**config.mk**
```make
export PLATFORM = sky130hd
export DESIGN_NAME = windowed_frame_rate_average_flat
export DESIGN_NICKNAME = d
export VERILOG_FILES = /design/src/rtl/wfra_pkg.sv /design/src/rtl/wfra_if.sv /design/src/rtl/wfra_cell.sv /design/src/rtl/wfra_div.sv /design/src/rtl/windowed_frame_rate_average.sv /design/src/flat_wrapper.sv
export SDC_FILE = /design/constraint.sdc
export NUM_CORES = 2
export LEC_CHECK = 0
export BUFFER_PORTS_ARGS = -buffer_cell sky130_fd_sc_hd__buf_4
export CORE_UTILIZATION = 55
export CTS_BUF_LIST = sky130_fd_sc_hd__clkbuf_8
export DETAILED_ROUTE_END_ITERATION = 8
export HOLD_SLACK_MARGIN = 0.1
export PLACE_DENSITY = 0.71
export SLEW_MARGIN = 20
export SYNTH_ARGS = -nofsm -noshare
export SYNTH_HDL_FRONTEND = slang
export SYNTH_SLANG_ARGS = --single-unit
```
**constraint.sdc**
```tcl
create_clock -name clk -period 40.7 [get_ports clk]
set_clock_uncertainty 0.1 [all_clocks]
set_input_delay 2.035 -clock clk [delete_from_list [all_inputs] [get_ports clk]]
set_output_delay 2.035 -clock clk [all_outputs]
set_load 0.01 [all_outputs]
```
**src/rtl/wfra_pkg.sv**
```systemverilog
// Package for the windowed frame rate average block: widths, slot record,
// register indexes and the sequencer state type. No dependencies.
`timescale 1ns / 1ps
`default_nettype none

package wfra_pkg;

	localparam int SLOTS      = 16;
	localparam int SLOT_IW    = (SLOTS > 1) ? $clog2(SLOTS) : 1;
	localparam int CNT_W      = $clog2(SLOTS + 1);

	localparam int IN_W       = 24;
	localparam int RATE_W     = 25;
	localparam int STAMP_W    = 48;
	localparam int WIN_W      = 24;
	localparam int FS_W       = 16;
	localparam int DIAL_W     = 16;
	localparam int SUM_W      = RATE_W + CNT_W;

	localparam int DIV_NUM_W  = RATE_W + 8;
	localparam int DIV_DEN_W  = 24;
	localparam int DIV_CNT_W  = $clog2(DIV_NUM_W + 1);

	localparam int CFG_IDX_W  = 2;
	localparam int CFG_DATA_W = 24;

	localparam logic [CFG_IDX_W-1:0] CFG_WINDOW = 2'd0;
	localparam logic [CFG_IDX_W-1:0] CFG_SCALE  = 2'd1;

	localparam logic [WIN_W-1:0]     WINDOW_RST   = 24'd1000000;
	localparam logic [FS_W-1:0]      SCALE_RST    = 16'd100;
	localparam logic [IN_W-1:0]      MIN_INTERVAL = 24'd10;
	localparam logic [DIV_NUM_W-1:0] RATE_NUM     = 33'd256000000;
	localparam logic [RATE_W-1:0]    RATE_MAX     = 25'd25600000;

	typedef struct packed {
		logic               valid;
		logic [STAMP_W-1:0] stamp;
		logic [RATE_W-1:0]  rate;
	} slot_t;

	typedef enum logic [2:0] {
		ST_IDLE,
		ST_SCAN,
		ST_RATE_WAIT,
		ST_STORE,
		ST_MEAN,
		ST_DIAL,
		ST_OUT
	} state_t;

endpackage

`default_nettype wire

```
**src/rtl/wfra_if.sv**
```systemverilog
// Channel interfaces of the windowed frame rate average block: input,
// result and configuration write. Depends on wfra_pkg.
`timescale 1ns / 1ps
`default_nettype none

interface wfra_in_if;
	logic                      valid;
	logic                      ready;
	logic [wfra_pkg::IN_W-1:0] frame_interval_us;

	modport source (output valid, output frame_interval_us, input ready);
	modport sink   (input valid, input frame_interval_us, output ready);
endinterface

interface wfra_out_if;
	logic                        valid;
	logic                        ready;
	logic [wfra_pkg::RATE_W-1:0] mean_rate_q8;
	logic [wfra_pkg::DIAL_W-1:0] dial_turns_q16;

	modport source (output valid, output mean_rate_q8, output dial_turns_q16, input ready);
	modport sink   (input valid, input mean_rate_q8, input dial_turns_q16, output ready);
endinterface

interface wfra_cfg_if;
	logic                            valid;
	logic                            ready;
	logic [wfra_pkg::CFG_IDX_W-1:0]  index;
	logic [wfra_pkg::CFG_DATA_W-1:0] data;

	modport source (output valid, output index, output data, input ready);
	modport sink   (input valid, input index, input data, output ready);
endinterface

`default_nettype wire

```
**src/rtl/wfra_cell.sv**
```systemverilog
// One slot of the sample ring: valid flag, time stamp and rate, taken from
// the neighbor on each shift. Depends on wfra_pkg.
`timescale 1ns / 1ps
`default_nettype none

module wfra_cell (
	input  wire logic            clk,
	input  wire logic            arst_n,
	input  wire logic            shift,
	input  wire wfra_pkg::slot_t nbr,
	output wfra_pkg::slot_t      cur
);

	logic                         valid_q;
	logic [wfra_pkg::STAMP_W-1:0] stamp_q;
	logic [wfra_pkg::RATE_W-1:0]  rate_q;

	always_ff @(posedge clk or negedge arst_n) begin
		if (!arst_n) begin
			valid_q <= 1'b0;
		end else if (shift) begin
			valid_q <= nbr.valid;
		end
	end

	always_ff @(posedge clk) begin
		if (shift) begin
			stamp_q <= nbr.stamp;
			rate_q  <= nbr.rate;
		end
	end

	assign cur = {valid_q, stamp_q, rate_q};

endmodule

`default_nettype wire

```
**src/rtl/wfra_div.sv**
```systemverilog
// Shared restoring divider, one quotient bit per cycle; quotient holds
// until the next start. Depends on wfra_pkg.
`timescale 1ns / 1ps
`default_nettype none

module wfra_div (
	input  wire logic                           clk,
	input  wire logic                           arst_n,
	input  wire logic                           start,
	input  wire logic [wfra_pkg::DIV_NUM_W-1:0] num,
	input  wire logic [wfra_pkg::DIV_DEN_W-1:0] den,
	output logic                                busy,
	output logic [wfra_pkg::DIV_NUM_W-1:0]      quot
);

	localparam int NW = wfra_pkg::DIV_NUM_W;
	localparam int DW = wfra_pkg::DIV_DEN_W;

	logic                              busy_q;
	logic [wfra_pkg::DIV_CNT_W-1:0]    cnt_q;
	logic [NW-1:0]                     work_q;
	logic [DW-1:0]                     rem_q;
	logic [DW-1:0]                     den_q;
	logic [DW:0]                       trial;
	logic [DW:0]                       diff;
	logic                              ge;

	assign trial = {rem_q, work_q[NW-1]};
	assign diff  = trial - {1'b0, den_q};
	assign ge    = (trial >= {1'b0, den_q});

	always_ff @(posedge clk or negedge arst_n) begin
		if (!arst_n) begin
			busy_q <= 1'b0;
			cnt_q  <= '0;
		end else if (start) begin
			busy_q <= 1'b1;
			cnt_q  <= wfra_pkg::DIV_CNT_W'(NW);
		end else if (busy_q) begin
			cnt_q <= cnt_q - 1'b1;
			if (cnt_q == wfra_pkg::DIV_CNT_W'(1)) begin
				busy_q <= 1'b0;
			end
		end
	end

	always_ff @(posedge clk) begin
		if (start) begin
			work_q <= num;
			rem_q  <= '0;
			den_q  <= den;
		end else if (busy_q) begin
			rem_q  <= ge ? diff[DW-1:0] : trial[DW-1:0];
			work_q <= {work_q[NW-2:0], ge};
		end
	end

	assign busy = busy_q;
	assign quot = work_q;

endmodule

`default_nettype wire

```
**src/rtl/windowed_frame_rate_average.sv**
```systemverilog
// Windowed frame rate average: one result (mean rate, dial angle) per frame
// interval of 10 us or more; shorter intervals are taken and dropped. A
// counted interval runs a serial divide for the rate overlapping a walk of
// the slot ring, a second ring walk to store and sum, and serial divides for
// the mean and the dial angle. The divides are serial as the divider is
// shared, and the ring is walked one slot per cycle. The next interval
// is taken while a result still waits at the output. Depends on wfra_pkg,
// wfra_if, wfra_cell and wfra_div.
`timescale 1ns / 1ps
`default_nettype none

module windowed_frame_rate_average (
	input  wire logic  clk,
	input  wire logic  arst_n,
	wfra_in_if.sink    in_ch,
	wfra_out_if.source out_ch,
	wfra_cfg_if.sink   cfg
);

	localparam int SLOTS = wfra_pkg::SLOTS;
	localparam int IW    = wfra_pkg::SLOT_IW;
	localparam int CW    = wfra_pkg::CNT_W;
	localparam int SW    = wfra_pkg::SUM_W;
	localparam int NW    = wfra_pkg::DIV_NUM_W;
	localparam int DW    = wfra_pkg::DIV_DEN_W;
	localparam int RW    = wfra_pkg::RATE_W;

	wfra_pkg::state_t state_q, state_d;

	logic [wfra_pkg::WIN_W-1:0]   window_q;
	logic [wfra_pkg::FS_W-1:0]    scale_q;
	logic [wfra_pkg::STAMP_W-1:0] elapsed_q;
	logic [CW-1:0]                step_q;
	logic                         free_found_q;
	logic [IW-1:0]                free_idx_q;
	logic [IW-1:0]                oldest_idx_q;
	logic [wfra_pkg::WIN_W-1:0]   oldest_age_q;
	logic [IW-1:0]                target_q;
	logic [RW-1:0]                rate_q;
	logic [SW-1:0]                sum_q;
	logic [CW-1:0]                cnt_q;
	logic [RW-1:0]                mean_q;
	logic [wfra_pkg::DIAL_W-1:0]  dial_q;
	logic                         out_valid_q;
	logic [RW-1:0]                out_mean_q;
	logic [wfra_pkg::DIAL_W-1:0]  out_dial_q;

	wfra_pkg::slot_t slot_cur [SLOTS];
	wfra_pkg::slot_t slot_nxt [SLOTS];
	wfra_pkg::slot_t head;
	wfra_pkg::slot_t wb;
	logic [SLOTS-1:0] valid_vec;

	logic                         shift;
	logic                         item_go;
	logic                         last;
	logic [IW-1:0]                step_idx;
	logic [wfra_pkg::STAMP_W-1:0] age;
	logic                         expire;
	logic                         still_valid;
	logic [SW-1:0]                sum_d;
	logic [CW-1:0]                cnt_d;
	logic [wfra_pkg::FS_W-1:0]    scale_eff;
	logic                         out_load;

	logic          div_start;
	logic [NW-1:0] div_num;
	logic [DW-1:0] div_den;
	logic          div_busy;
	logic [NW-1:0] div_quot;

	// slot ring, head at slot 0, tail fed by the head update
	for (genvar i = 0; i < SLOTS; i++) begin : g_slot
		if (i == SLOTS - 1) begin : g_tail
			assign slot_nxt[i] = wb;
		end else begin : g_mid
			assign slot_nxt[i] = slot_cur[i+1];
		end
		assign valid_vec[i] = slot_cur[i].valid;
		wfra_cell u_slot (
			.clk    (clk),
			.arst_n (arst_n),
			.shift  (shift),
			.nbr    (slot_nxt[i]),
			.cur    (slot_cur[i])
		);
	end

	wfra_div u_div (
		.clk    (clk),
		.arst_n (arst_n),
		.start  (div_start),
		.num    (div_num),
		.den    (div_den),
		.busy   (div_busy),
		.quot   (div_quot)
	);

	assign head        = slot_cur[0];
	assign step_idx    = step_q[IW-1:0];
	assign last        = (step_q == CW'(SLOTS - 1));
	assign age         = elapsed_q - head.stamp;
	assign expire      = head.valid && (age > {24'b0, window_q});
	assign still_valid = head.valid && !expire;
	assign scale_eff   = (scale_q == '0) ? wfra_pkg::FS_W'(1) : scale_q;

	assign in_ch.ready = (state_q == wfra_pkg::ST_IDLE);
	assign item_go     = in_ch.valid && in_ch.ready
		&& (in_ch.frame_interval_us >= wfra_pkg::MIN_INTERVAL);
	assign cfg.ready   = 1'b1;

	always_comb begin
		wb = head;
		if (state_q == wfra_pkg::ST_SCAN && expire) begin
			wb.valid = 1'b0;
		end
		if (state_q == wfra_pkg::ST_STORE && step_idx == target_q) begin
			wb.valid = 1'b1;
			wb.stamp = elapsed_q;
			wb.rate  = rate_q;
		end
	end

	assign sum_d = wb.valid ? (sum_q + SW'(wb.rate)) : sum_q;
	assign cnt_d = wb.valid ? (cnt_q + 1'b1) : cnt_q;

	always_ff @(posedge clk or negedge arst_n) begin
		if (!arst_n) begin
			state_q <= wfra_pkg::ST_IDLE;
		end else begin
			state_q <= state_d;
		end
	end

	always_comb begin
		state_d   = state_q;
		shift     = 1'b0;
		div_start = 1'b0;
		div_num   = wfra_pkg::RATE_NUM;
		div_den   = in_ch.frame_interval_us;
		out_load  = 1'b0;
		case (state_q)
			wfra_pkg::ST_IDLE: begin
				if (item_go) begin
					div_start = 1'b1;
					state_d   = wfra_pkg::ST_SCAN;
				end
			end
			wfra_pkg::ST_SCAN: begin
				shift = 1'b1;
				if (last) begin
					state_d = wfra_pkg::ST_RATE_WAIT;
				end
			end
			wfra_pkg::ST_RATE_WAIT: begin
				if (!div_busy) begin
					state_d = wfra_pkg::ST_STORE;
				end
			end
			wfra_pkg::ST_STORE: begin
				shift   = 1'b1;
				div_num = NW'(sum_d);
				div_den = DW'(cnt_d);
				if (last) begin
					div_start = 1'b1;
					state_d   = wfra_pkg::ST_MEAN;
				end
			end
			wfra_pkg::ST_MEAN: begin
				div_num = {div_quot[RW-1:0], 8'b0};
				div_den = DW'(scale_eff);
				if (!div_busy) begin
					div_start = 1'b1;
					state_d   = wfra_pkg::ST_DIAL;
				end
			end
			wfra_pkg::ST_DIAL: begin
				if (!div_busy) begin
					state_d = wfra_pkg::ST_OUT;
				end
			end
			wfra_pkg::ST_OUT: begin
				if (!out_valid_q || out_ch.ready) begin
					out_load = 1'b1;
					state_d  = wfra_pkg::ST_IDLE;
				end
			end
			default: begin
				state_d = wfra_pkg::ST_IDLE;
			end
		endcase
	end

	// control and architectural state
	always_ff @(posedge clk or negedge arst_n) begin
		if (!arst_n) begin
			window_q     <= wfra_pkg::WINDOW_RST;
			scale_q      <= wfra_pkg::SCALE_RST;
			elapsed_q    <= '0;
			step_q       <= '0;
			free_found_q <= 1'b0;
			out_valid_q  <= 1'b0;
		end else begin
			if (cfg.valid && cfg.ready) begin
				case (cfg.index)
					wfra_pkg::CFG_WINDOW: window_q <= cfg.data[wfra_pkg::WIN_W-1:0];
					wfra_pkg::CFG_SCALE:  scale_q  <= cfg.data[wfra_pkg::FS_W-1:0];
					default: ;
				endcase
			end
			if (item_go) begin
				elapsed_q <= elapsed_q + wfra_pkg::STAMP_W'(in_ch.frame_interval_us);
			end
			if (shift) begin
				step_q <= last ? '0 : step_q + 1'b1;
			end
			if (item_go) begin
				free_found_q <= 1'b0;
			end else if (state_q == wfra_pkg::ST_SCAN && !still_valid) begin
				free_found_q <= 1'b1;
			end
			if (out_load) begin
				out_valid_q <= 1'b1;
			end else if (out_ch.ready) begin
				out_valid_q <= 1'b0;
			end
		end
	end

	// per-transaction working values
	always_ff @(posedge clk) begin
		if (item_go) begin
			oldest_idx_q <= '0;
			oldest_age_q <= '0;
		end
		if (state_q == wfra_pkg::ST_SCAN) begin
			if (!still_valid && !free_found_q) begin
				free_idx_q <= step_idx;
			end
			if (still_valid && age[wfra_pkg::WIN_W-1:0] > oldest_age_q) begin
				oldest_age_q <= age[wfra_pkg::WIN_W-1:0];
				oldest_idx_q <= step_idx;
			end
		end
		if (state_q == wfra_pkg::ST_RATE_WAIT && !div_busy) begin
			target_q <= free_found_q ? free_idx_q : oldest_idx_q;
			rate_q   <= div_quot[RW-1:0];
			sum_q    <= '0;
			cnt_q    <= '0;
		end
		if (state_q == wfra_pkg::ST_STORE) begin
			sum_q <= sum_d;
			cnt_q <= cnt_d;
		end
		if (state_q == wfra_pkg::ST_MEAN && !div_busy) begin
			mean_q <= div_quot[RW-1:0];
		end
		if (state_q == wfra_pkg::ST_DIAL && !div_busy) begin
			dial_q <= div_quot[wfra_pkg::DIAL_W-1:0];
		end
		if (out_load) begin
			out_mean_q <= mean_q;
			out_dial_q <= dial_q;
		end
	end

	assign out_ch.valid          = out_valid_q;
	assign out_ch.mean_rate_q8   = out_mean_q;
	assign out_ch.dial_turns_q16 = out_dial_q;

	a_store_leaves_valid: assert property (@(posedge clk) disable iff (!arst_n)
		(state_q == wfra_pkg::ST_STORE && last) |=> (valid_vec != '0))
		else $error("no valid slot after store pass");

	a_div_idle_on_start: assert property (@(posedge clk) disable iff (!arst_n)
		div_start |-> !div_busy)
		else $error("divider started while busy");

	a_mean_in_range: assert property (@(posedge clk) disable iff (!arst_n)
		out_valid_q |-> (out_mean_q <= wfra_pkg::RATE_MAX))
		else $error("mean rate above the largest sample rate");

	a_step_in_range: assert property (@(posedge clk) disable iff (!arst_n)
		step_q <= CW'(SLOTS - 1))
		else $error("ring step counter out of range");

endmodule

`default_nettype wire
```
**src/flat_wrapper.sv**
```systemverilog
// flat-port wrapper written by rule: the top's interface ports become plain ports
module windowed_frame_rate_average_flat 
  (clk, arst_n, in_ch_valid, in_ch_frame_interval_us, in_ch_ready, out_ch_valid, out_ch_mean_rate_q8, out_ch_dial_turns_q16, out_ch_ready, cfg_valid, cfg_index, cfg_data, cfg_ready);
  wfra_in_if in_ch_i ();
  wfra_out_if out_ch_i ();
  wfra_cfg_if cfg_i ();
  input  wire logic clk;
  input  wire logic arst_n;
  input wire logic [$bits(in_ch_i.valid)-1:0] in_ch_valid;
  input wire logic [$bits(in_ch_i.frame_interval_us)-1:0] in_ch_frame_interval_us;
  output wire logic [$bits(in_ch_i.ready)-1:0] in_ch_ready;
  output wire logic [$bits(out_ch_i.valid)-1:0] out_ch_valid;
  output wire logic [$bits(out_ch_i.mean_rate_q8)-1:0] out_ch_mean_rate_q8;
  output wire logic [$bits(out_ch_i.dial_turns_q16)-1:0] out_ch_dial_turns_q16;
  input wire logic [$bits(out_ch_i.ready)-1:0] out_ch_ready;
  input wire logic [$bits(cfg_i.valid)-1:0] cfg_valid;
  input wire logic [$bits(cfg_i.index)-1:0] cfg_index;
  input wire logic [$bits(cfg_i.data)-1:0] cfg_data;
  output wire logic [$bits(cfg_i.ready)-1:0] cfg_ready;
  assign in_ch_i.valid = in_ch_valid;
  assign in_ch_i.frame_interval_us = in_ch_frame_interval_us;
  assign in_ch_ready = in_ch_i.ready;
  assign out_ch_valid = out_ch_i.valid;
  assign out_ch_mean_rate_q8 = out_ch_i.mean_rate_q8;
  assign out_ch_dial_turns_q16 = out_ch_i.dial_turns_q16;
  assign out_ch_i.ready = out_ch_ready;
  assign cfg_i.valid = cfg_valid;
  assign cfg_i.index = cfg_index;
  assign cfg_i.data = cfg_data;
  assign cfg_ready = cfg_i.ready;
  windowed_frame_rate_average u_core (.clk(clk), .arst_n(arst_n), .in_ch(in_ch_i), .out_ch(out_ch_i), .cfg(cfg_i));
endmodule
```
# Word-level counts from Yosys, hierarchy flattened
# Cells that the tools add are included.
[totals]
register_bits = 1548
output_inout_bits = 44
word_cells = 175
in_bits = 55
[classes]
n_addsub = 7
magnitude_cmp = 4
n_mux = 46
eq_ne = 17
reduce_logical = 30
[op_table]
columns = ["op", "count"]
rows = [
  ["$mux W24", 4],
  ["$mux W30", 3],
  ["$mux W74", 1],
  ["$mux W33", 2],
  ["$pmux W33 S2", 1],
  ["$add A48 B24 Y48", 1],
  ["$gt A48 B24 Y1", 1],
  ["$pmux W24 S2", 1],
  ["$sub A48 B48 Y48", 1],
  ["$add A30 B25 Y30", 1],
  ["$ge A25 B24 Y1", 1],
  ["$ge A24 B4 Y1 const B", 1],
  ["$gt A24 B24 Y1", 1],
  ["$sub A24 B24 Y24", 1],
  ["$mux W3", 7],
  ["$pmux W3 S7", 1],
  ["$mux W5", 4],
  ["$logic_not A16 Y1", 1],
  ["$mux W16", 1],
  ["$mux W4", 4],
  ["$mux W1", 14],
  ["$logic_and A1 B1 Y1", 12],
  ["$mux W6", 2],
  ["$add A5 B1 Y5 const B", 2],
  ["19 further kinds", 36],
]

# Depth between registers and ports, before layout
[depth]
word_depth = 10
mapped_depth = 25
mapped_depth_nobuf = 24

# Modules after synthesis
# A second synthesis with hierarchy kept.
[hier_totals]
cells_unflattened = 3620
hier_area_um2 = 58761.4
[modules_own_cells]
columns = ["mod", "area_each_um2", "seq_area_each_um2", "instances", "cells_each"]
rows = [
  ["wfra_cell", 2239.6, 2217.1, 16, 76],
  ["windowed_frame_rate_average", 18079.8, 7529.7, 1, 1945],
  ["wfra_div", 4847.1, 2367.3, 1, 459],
]

# Worst setup path after synthesis
# No wires, ideal clock.
[synth_timing]
path_type = "reg-to-reg"
from = "register u_core.state_q[2]"
to = "register u_core.g_slot[0].u_slot.rate_q[0] (netlist bit), enable pin"
arrival_time_ns = 32.237
stages_incl_launch_ff = 4
setup_slack_ns = 6.373
n_path_buf = 1
required_ns = 38.610
setup_time_ns = 1.990
synth_period_minus_slack_ns = 34.327
path_cell_list = "dfrtp_1 -> nand2b_1 -> inv_1 -> clkbuf_1"
[synth_via]
elab_chain_len = 3
word_cells_on_any_way = 4
classes_between = "eq/ne (2); mux (1); reduce/logical (1)"
[synth_rtl]
columns = ["item", "line", "text"]
rows = [
  ["start, declared", "windowed_frame_rate_average.sv:28", "wfra_pkg::state_t state_q, state_d;"],
  ["start signal, assigned", "windowed_frame_rate_average.sv:129", "state_q <= wfra_pkg::ST_IDLE;"],
  ["start signal, assigned", "windowed_frame_rate_average.sv:131", "state_q <= state_d;"],
  ["$eq A3 B2 Y1 / $eq A3 B1 Y1 (equally long branches)", "windowed_frame_rate_average.sv:142", "case (state_q)"],
  ["$reduce_or A2 Y1 (no line) (*)", "n/a", ""],
  ["$mux W1 (*)", "windowed_frame_rate_average.sv:142", ""],
  ["net u_core.g_slot[0].u_slot.shift", "wfra_cell.sv:9", "input wire logic shift,"],
  ["end signal, assigned", "wfra_cell.sv:29", "rate_q <= nbr.rate;"],
  ["end, declared", "wfra_cell.sv:16", "logic [wfra_pkg::RATE_W-1:0] rate_q;"],
]
# Mark *: on every way through the listed nets, which the timed path passes. The rest lies on a longest branch.
# A chain may end at the register's enable or synchronous reset.

==> run metrics <==
status complete, but fails checks; failing checks DRC; hpwl dp roughly 68000 um; synth unique cells 91; reg-to-reg slack, setup approximately 33000 ps; via count between 30k and 40k; largest net degree at the start of global routing around 200; fin nets about 4.1k; setup violators final 0; Hold Fails Final Rpt 0; top post-synthesis cells by count edfxtp_1 (1375), nand2_1 (340), o21ai_0 (225); initial core utilization a little under three fifths; Post-synth EDFFs between 1k and 1.5k; crit path DAT about 8200 ps; Pre-antenna DRT Iters 8; Multi-input gate area between 0.01 and 0.015 mm^2; maxcap violations 0; CTS HTree Levels 4; Ys Warns 0; CP endpoint u_core.u_div.quot[26]; Synth top area share a little over two thirds; Avg Vias per Cell 5.510; Total Routing Usage GR about a fifth; routing usage on met3 under 10%; first-pass GRT wire length 167300 um; Final Max Slew Viols 0; met1 Use GR a little under 30%; GR Layer Usage met2 30.51%; Post-Syn Area around 0.059 mm^2; Hold Crit Depth 0; layout cells sized above 1 12.70%; synthesized net count around 3.9k; vias in the first global route around 30k; Seq cells post-synth approximately 1.5k; area of the core between 0.1 and 0.15 mm^2; largest area contributor in the synthesized netlist edfxtp_1; Buffers on Ports between 90 and 100; grt total ovfl 0; Clock Pin Slew Worst Setup and Hold Paths about 60 ps; DRT Wirelength about 110000 um; Worst-Skew Late Latency 910 ps; Synth async-reset ratio between 7 and 8%; actual slew at the worst max-slew pin 1095 ps; static leakage ~23 nW; busiest grt layer met2; reg-to-reg startpoint u_core.state_q[2]; Post-CTS Setup Bufs 0; Routed Antenna Nets 0; storage element area 0.04537 mm^2; drt wl/cell approximately 20 um; Top Ports 99; Critical Path RT around 41000 ps; synthesis-to-layout area growth 11.62%; Critical Path Start u_core.state_q[2]; DRC viols 18; hold slack approximately 280 ps; Die ar. approximately 0.11 mm^2; unrepaired setup endpoints after global routing no; filler instances approximately 7.7k; worst min-delay path class flop to flop; width of the chip 328.3 um; total clock sinks between 1.5k and 2k; Gate Count Post-Synth 3649; initial antenna violation count 5; Root Driver clkbuf_8; period utilization a little under a fifth; Row Count between 100 and 150; worst r2r dst u_core.u_div.quot[26]; PostCTS Resize Cnt 0; Synth area leaders edfxtp_1 (71%), dfrtp_1 (4.7%), ha_1 (3.7%), nand2_1 (2.2%), o21ai_0 (1.9%); CTS tree done; Rel. slew slack a little over a quarter; crit start category flop; CP Class flop to flop; FF-to-FF path depth 22; cts bufs inserted roughly 230; First DRT Iteration DRCs 2480; post-layout minimum cycle time roughly 7700 ps; Avg Cell Area, Syn between 15 and 20 um^2; prevailing post-synth register cell edfxtp_1; fmax between 100 and 150 MHz; sequential-to-total area share from yosys stat 77.50%; Total Neg Setup Slack 0 ps; # hold bufs at CTS 0; Crit Path Max Fanout about 140; PwrDens a little under 80 mW/mm^2; gpl congestion roughly 0.90; most frequent cell after synthesis edfxtp_1; VDD IR-drop max around 0.000043 V; Worst setup EP type flop; Die Ht between 300 and 400 um; Clock Tree Buf Depth 3
-- cells by family after synthesis --
family,after synthesis,synth area share (%)
other cells,1,0.006405
fa+ha+maj,176,3.813
simple gates,785,6.303
compound gates,642,6.803
mux,112,2.073
flops,1548,77.50
xor+xnor,116,1.735
buf+inv,269,1.767
-- worst max-delay path, stage by stage (launching register included) --
cell,delay (ps)
dfrtp_1,490
nand2b_1,590
inv_8,860
and2_1,250
nand3_1,80
nor3_2,140
buf_4,750
mux2_2,440
ha_1,240
inv_1,70
fa_1,190
nor2b_1,70
o31a_1,270
o31ai_1,450
a211oi_1,190
o31ai_1,550
o21ai_0,260
o41a_1,390
a21oi_1,260
nor2_1,70
or3_1,400
a21oi_1,160
a21oi_1,80
-- flip-flops by register name (all words and copies together), names as in the netlist, 24 cells and up --
signal / count
u_core.oldest_age_q: 24
u_core.elapsed_q: 48
u_core.u_div.rem_q: 24
u_core.mean_q: 25
u_core.sum_q: 30
u_core.window_q: 24
u_core.g_slot.u_slot.stamp_q: 768
u_core.u_div.den_q: 24
u_core.u_div.quot: 33
u_core.rate_q: 25
u_core.out_ch.mean_rate_q8: 25
u_core.g_slot.u_slot.rate_q: 400
-- routing by layer --
layer	part of all wire (%)	vias up	routed length, um
met4	3.2	6	3494
met2	45	817	48680
met5	0.029	-	32
li1	-	14310	-
met1	46	14970	50410
met3	5.4	223	5896
-- worst min-delay path by stage --
stage	startpoint	endpoint	slack, ps
3_3_place_gp	u_core.g_slot[13].u_slot.stamp_q[2]	u_core.g_slot[12].u_slot.stamp_q[2]	300
3_5_place_dp	u_core.g_slot[1].u_slot.rate_q[1]	u_core.g_slot[0].u_slot.rate_q[1]	300
2_1_floorplan	u_core.g_slot[1].u_slot.rate_q[0]	u_core.g_slot[0].u_slot.rate_q[0]	300
4_1_cts	u_core.g_slot[4].u_slot.stamp_q[12]	u_core.g_slot[3].u_slot.stamp_q[12]	280
6_report	u_core.g_slot[4].u_slot.stamp_q[12]	u_core.g_slot[3].u_slot.stamp_q[12]	280
5_1_grt	u_core.g_slot[12].u_slot.stamp_q[35]	u_core.g_slot[11].u_slot.stamp_q[35]	280
-- layout by cell type, fill, tap and decap left out, drive strengths merged, types with 44 or more instances in the layout --
master,count
clkinv,79
mux2,74
dfxtp,52
a21oi,172
xor2,44
nand2,340
dfrtp,111
nor2,152
nand3,47
inv,267
edfxtp,1375
xnor2,72
o21ai,229
ha,172
clkbuf,239
buf,128
-- layout make-up --
cell class,instances,area share [%]
inverters,172,0.9995
repair buffers,128,1.507
flip-flops and latches,1548,69.43
well taps,1391,2.663
clock buffers,239,5.034
diodes,2,0.007659
multi-input cells,1832,18.65
clock inverters,191,1.712
-- power by group --
group,leakage [nW],switching (mW),total (mW),internal [mW]
registers,14.3,0.185,2.65,2.46
clock network,2.57,0.574,1.19,0.616
logic,6.41,0.904,1.36,0.452
total,23.2,1.66,5.19,3.53
-- stage by stage --
| step | instances | area (um^2) | power (mW) | util (%) | worst slack (ps) |
|---|---|---|---|---|---|
| floorplan | 3649 | 58540 | 4.344 | - | 6373 |
| global placement | 5071 | 60920 | 3.981 | 57.79 | 33190 |
| detailed placement | 5071 | 60920 | 4.024 | 57.79 | 33040 |
| CTS | 5501 | 65330 | 5.237 | 61.97 | 33010 |
| global route | 5503 | 65350 | 5.510 | 61.99 | 32220 |
| finish | 5503 | 65350 | 5.193 | 61.99 | 32990 |
Power figures use the tool's default switching activity.
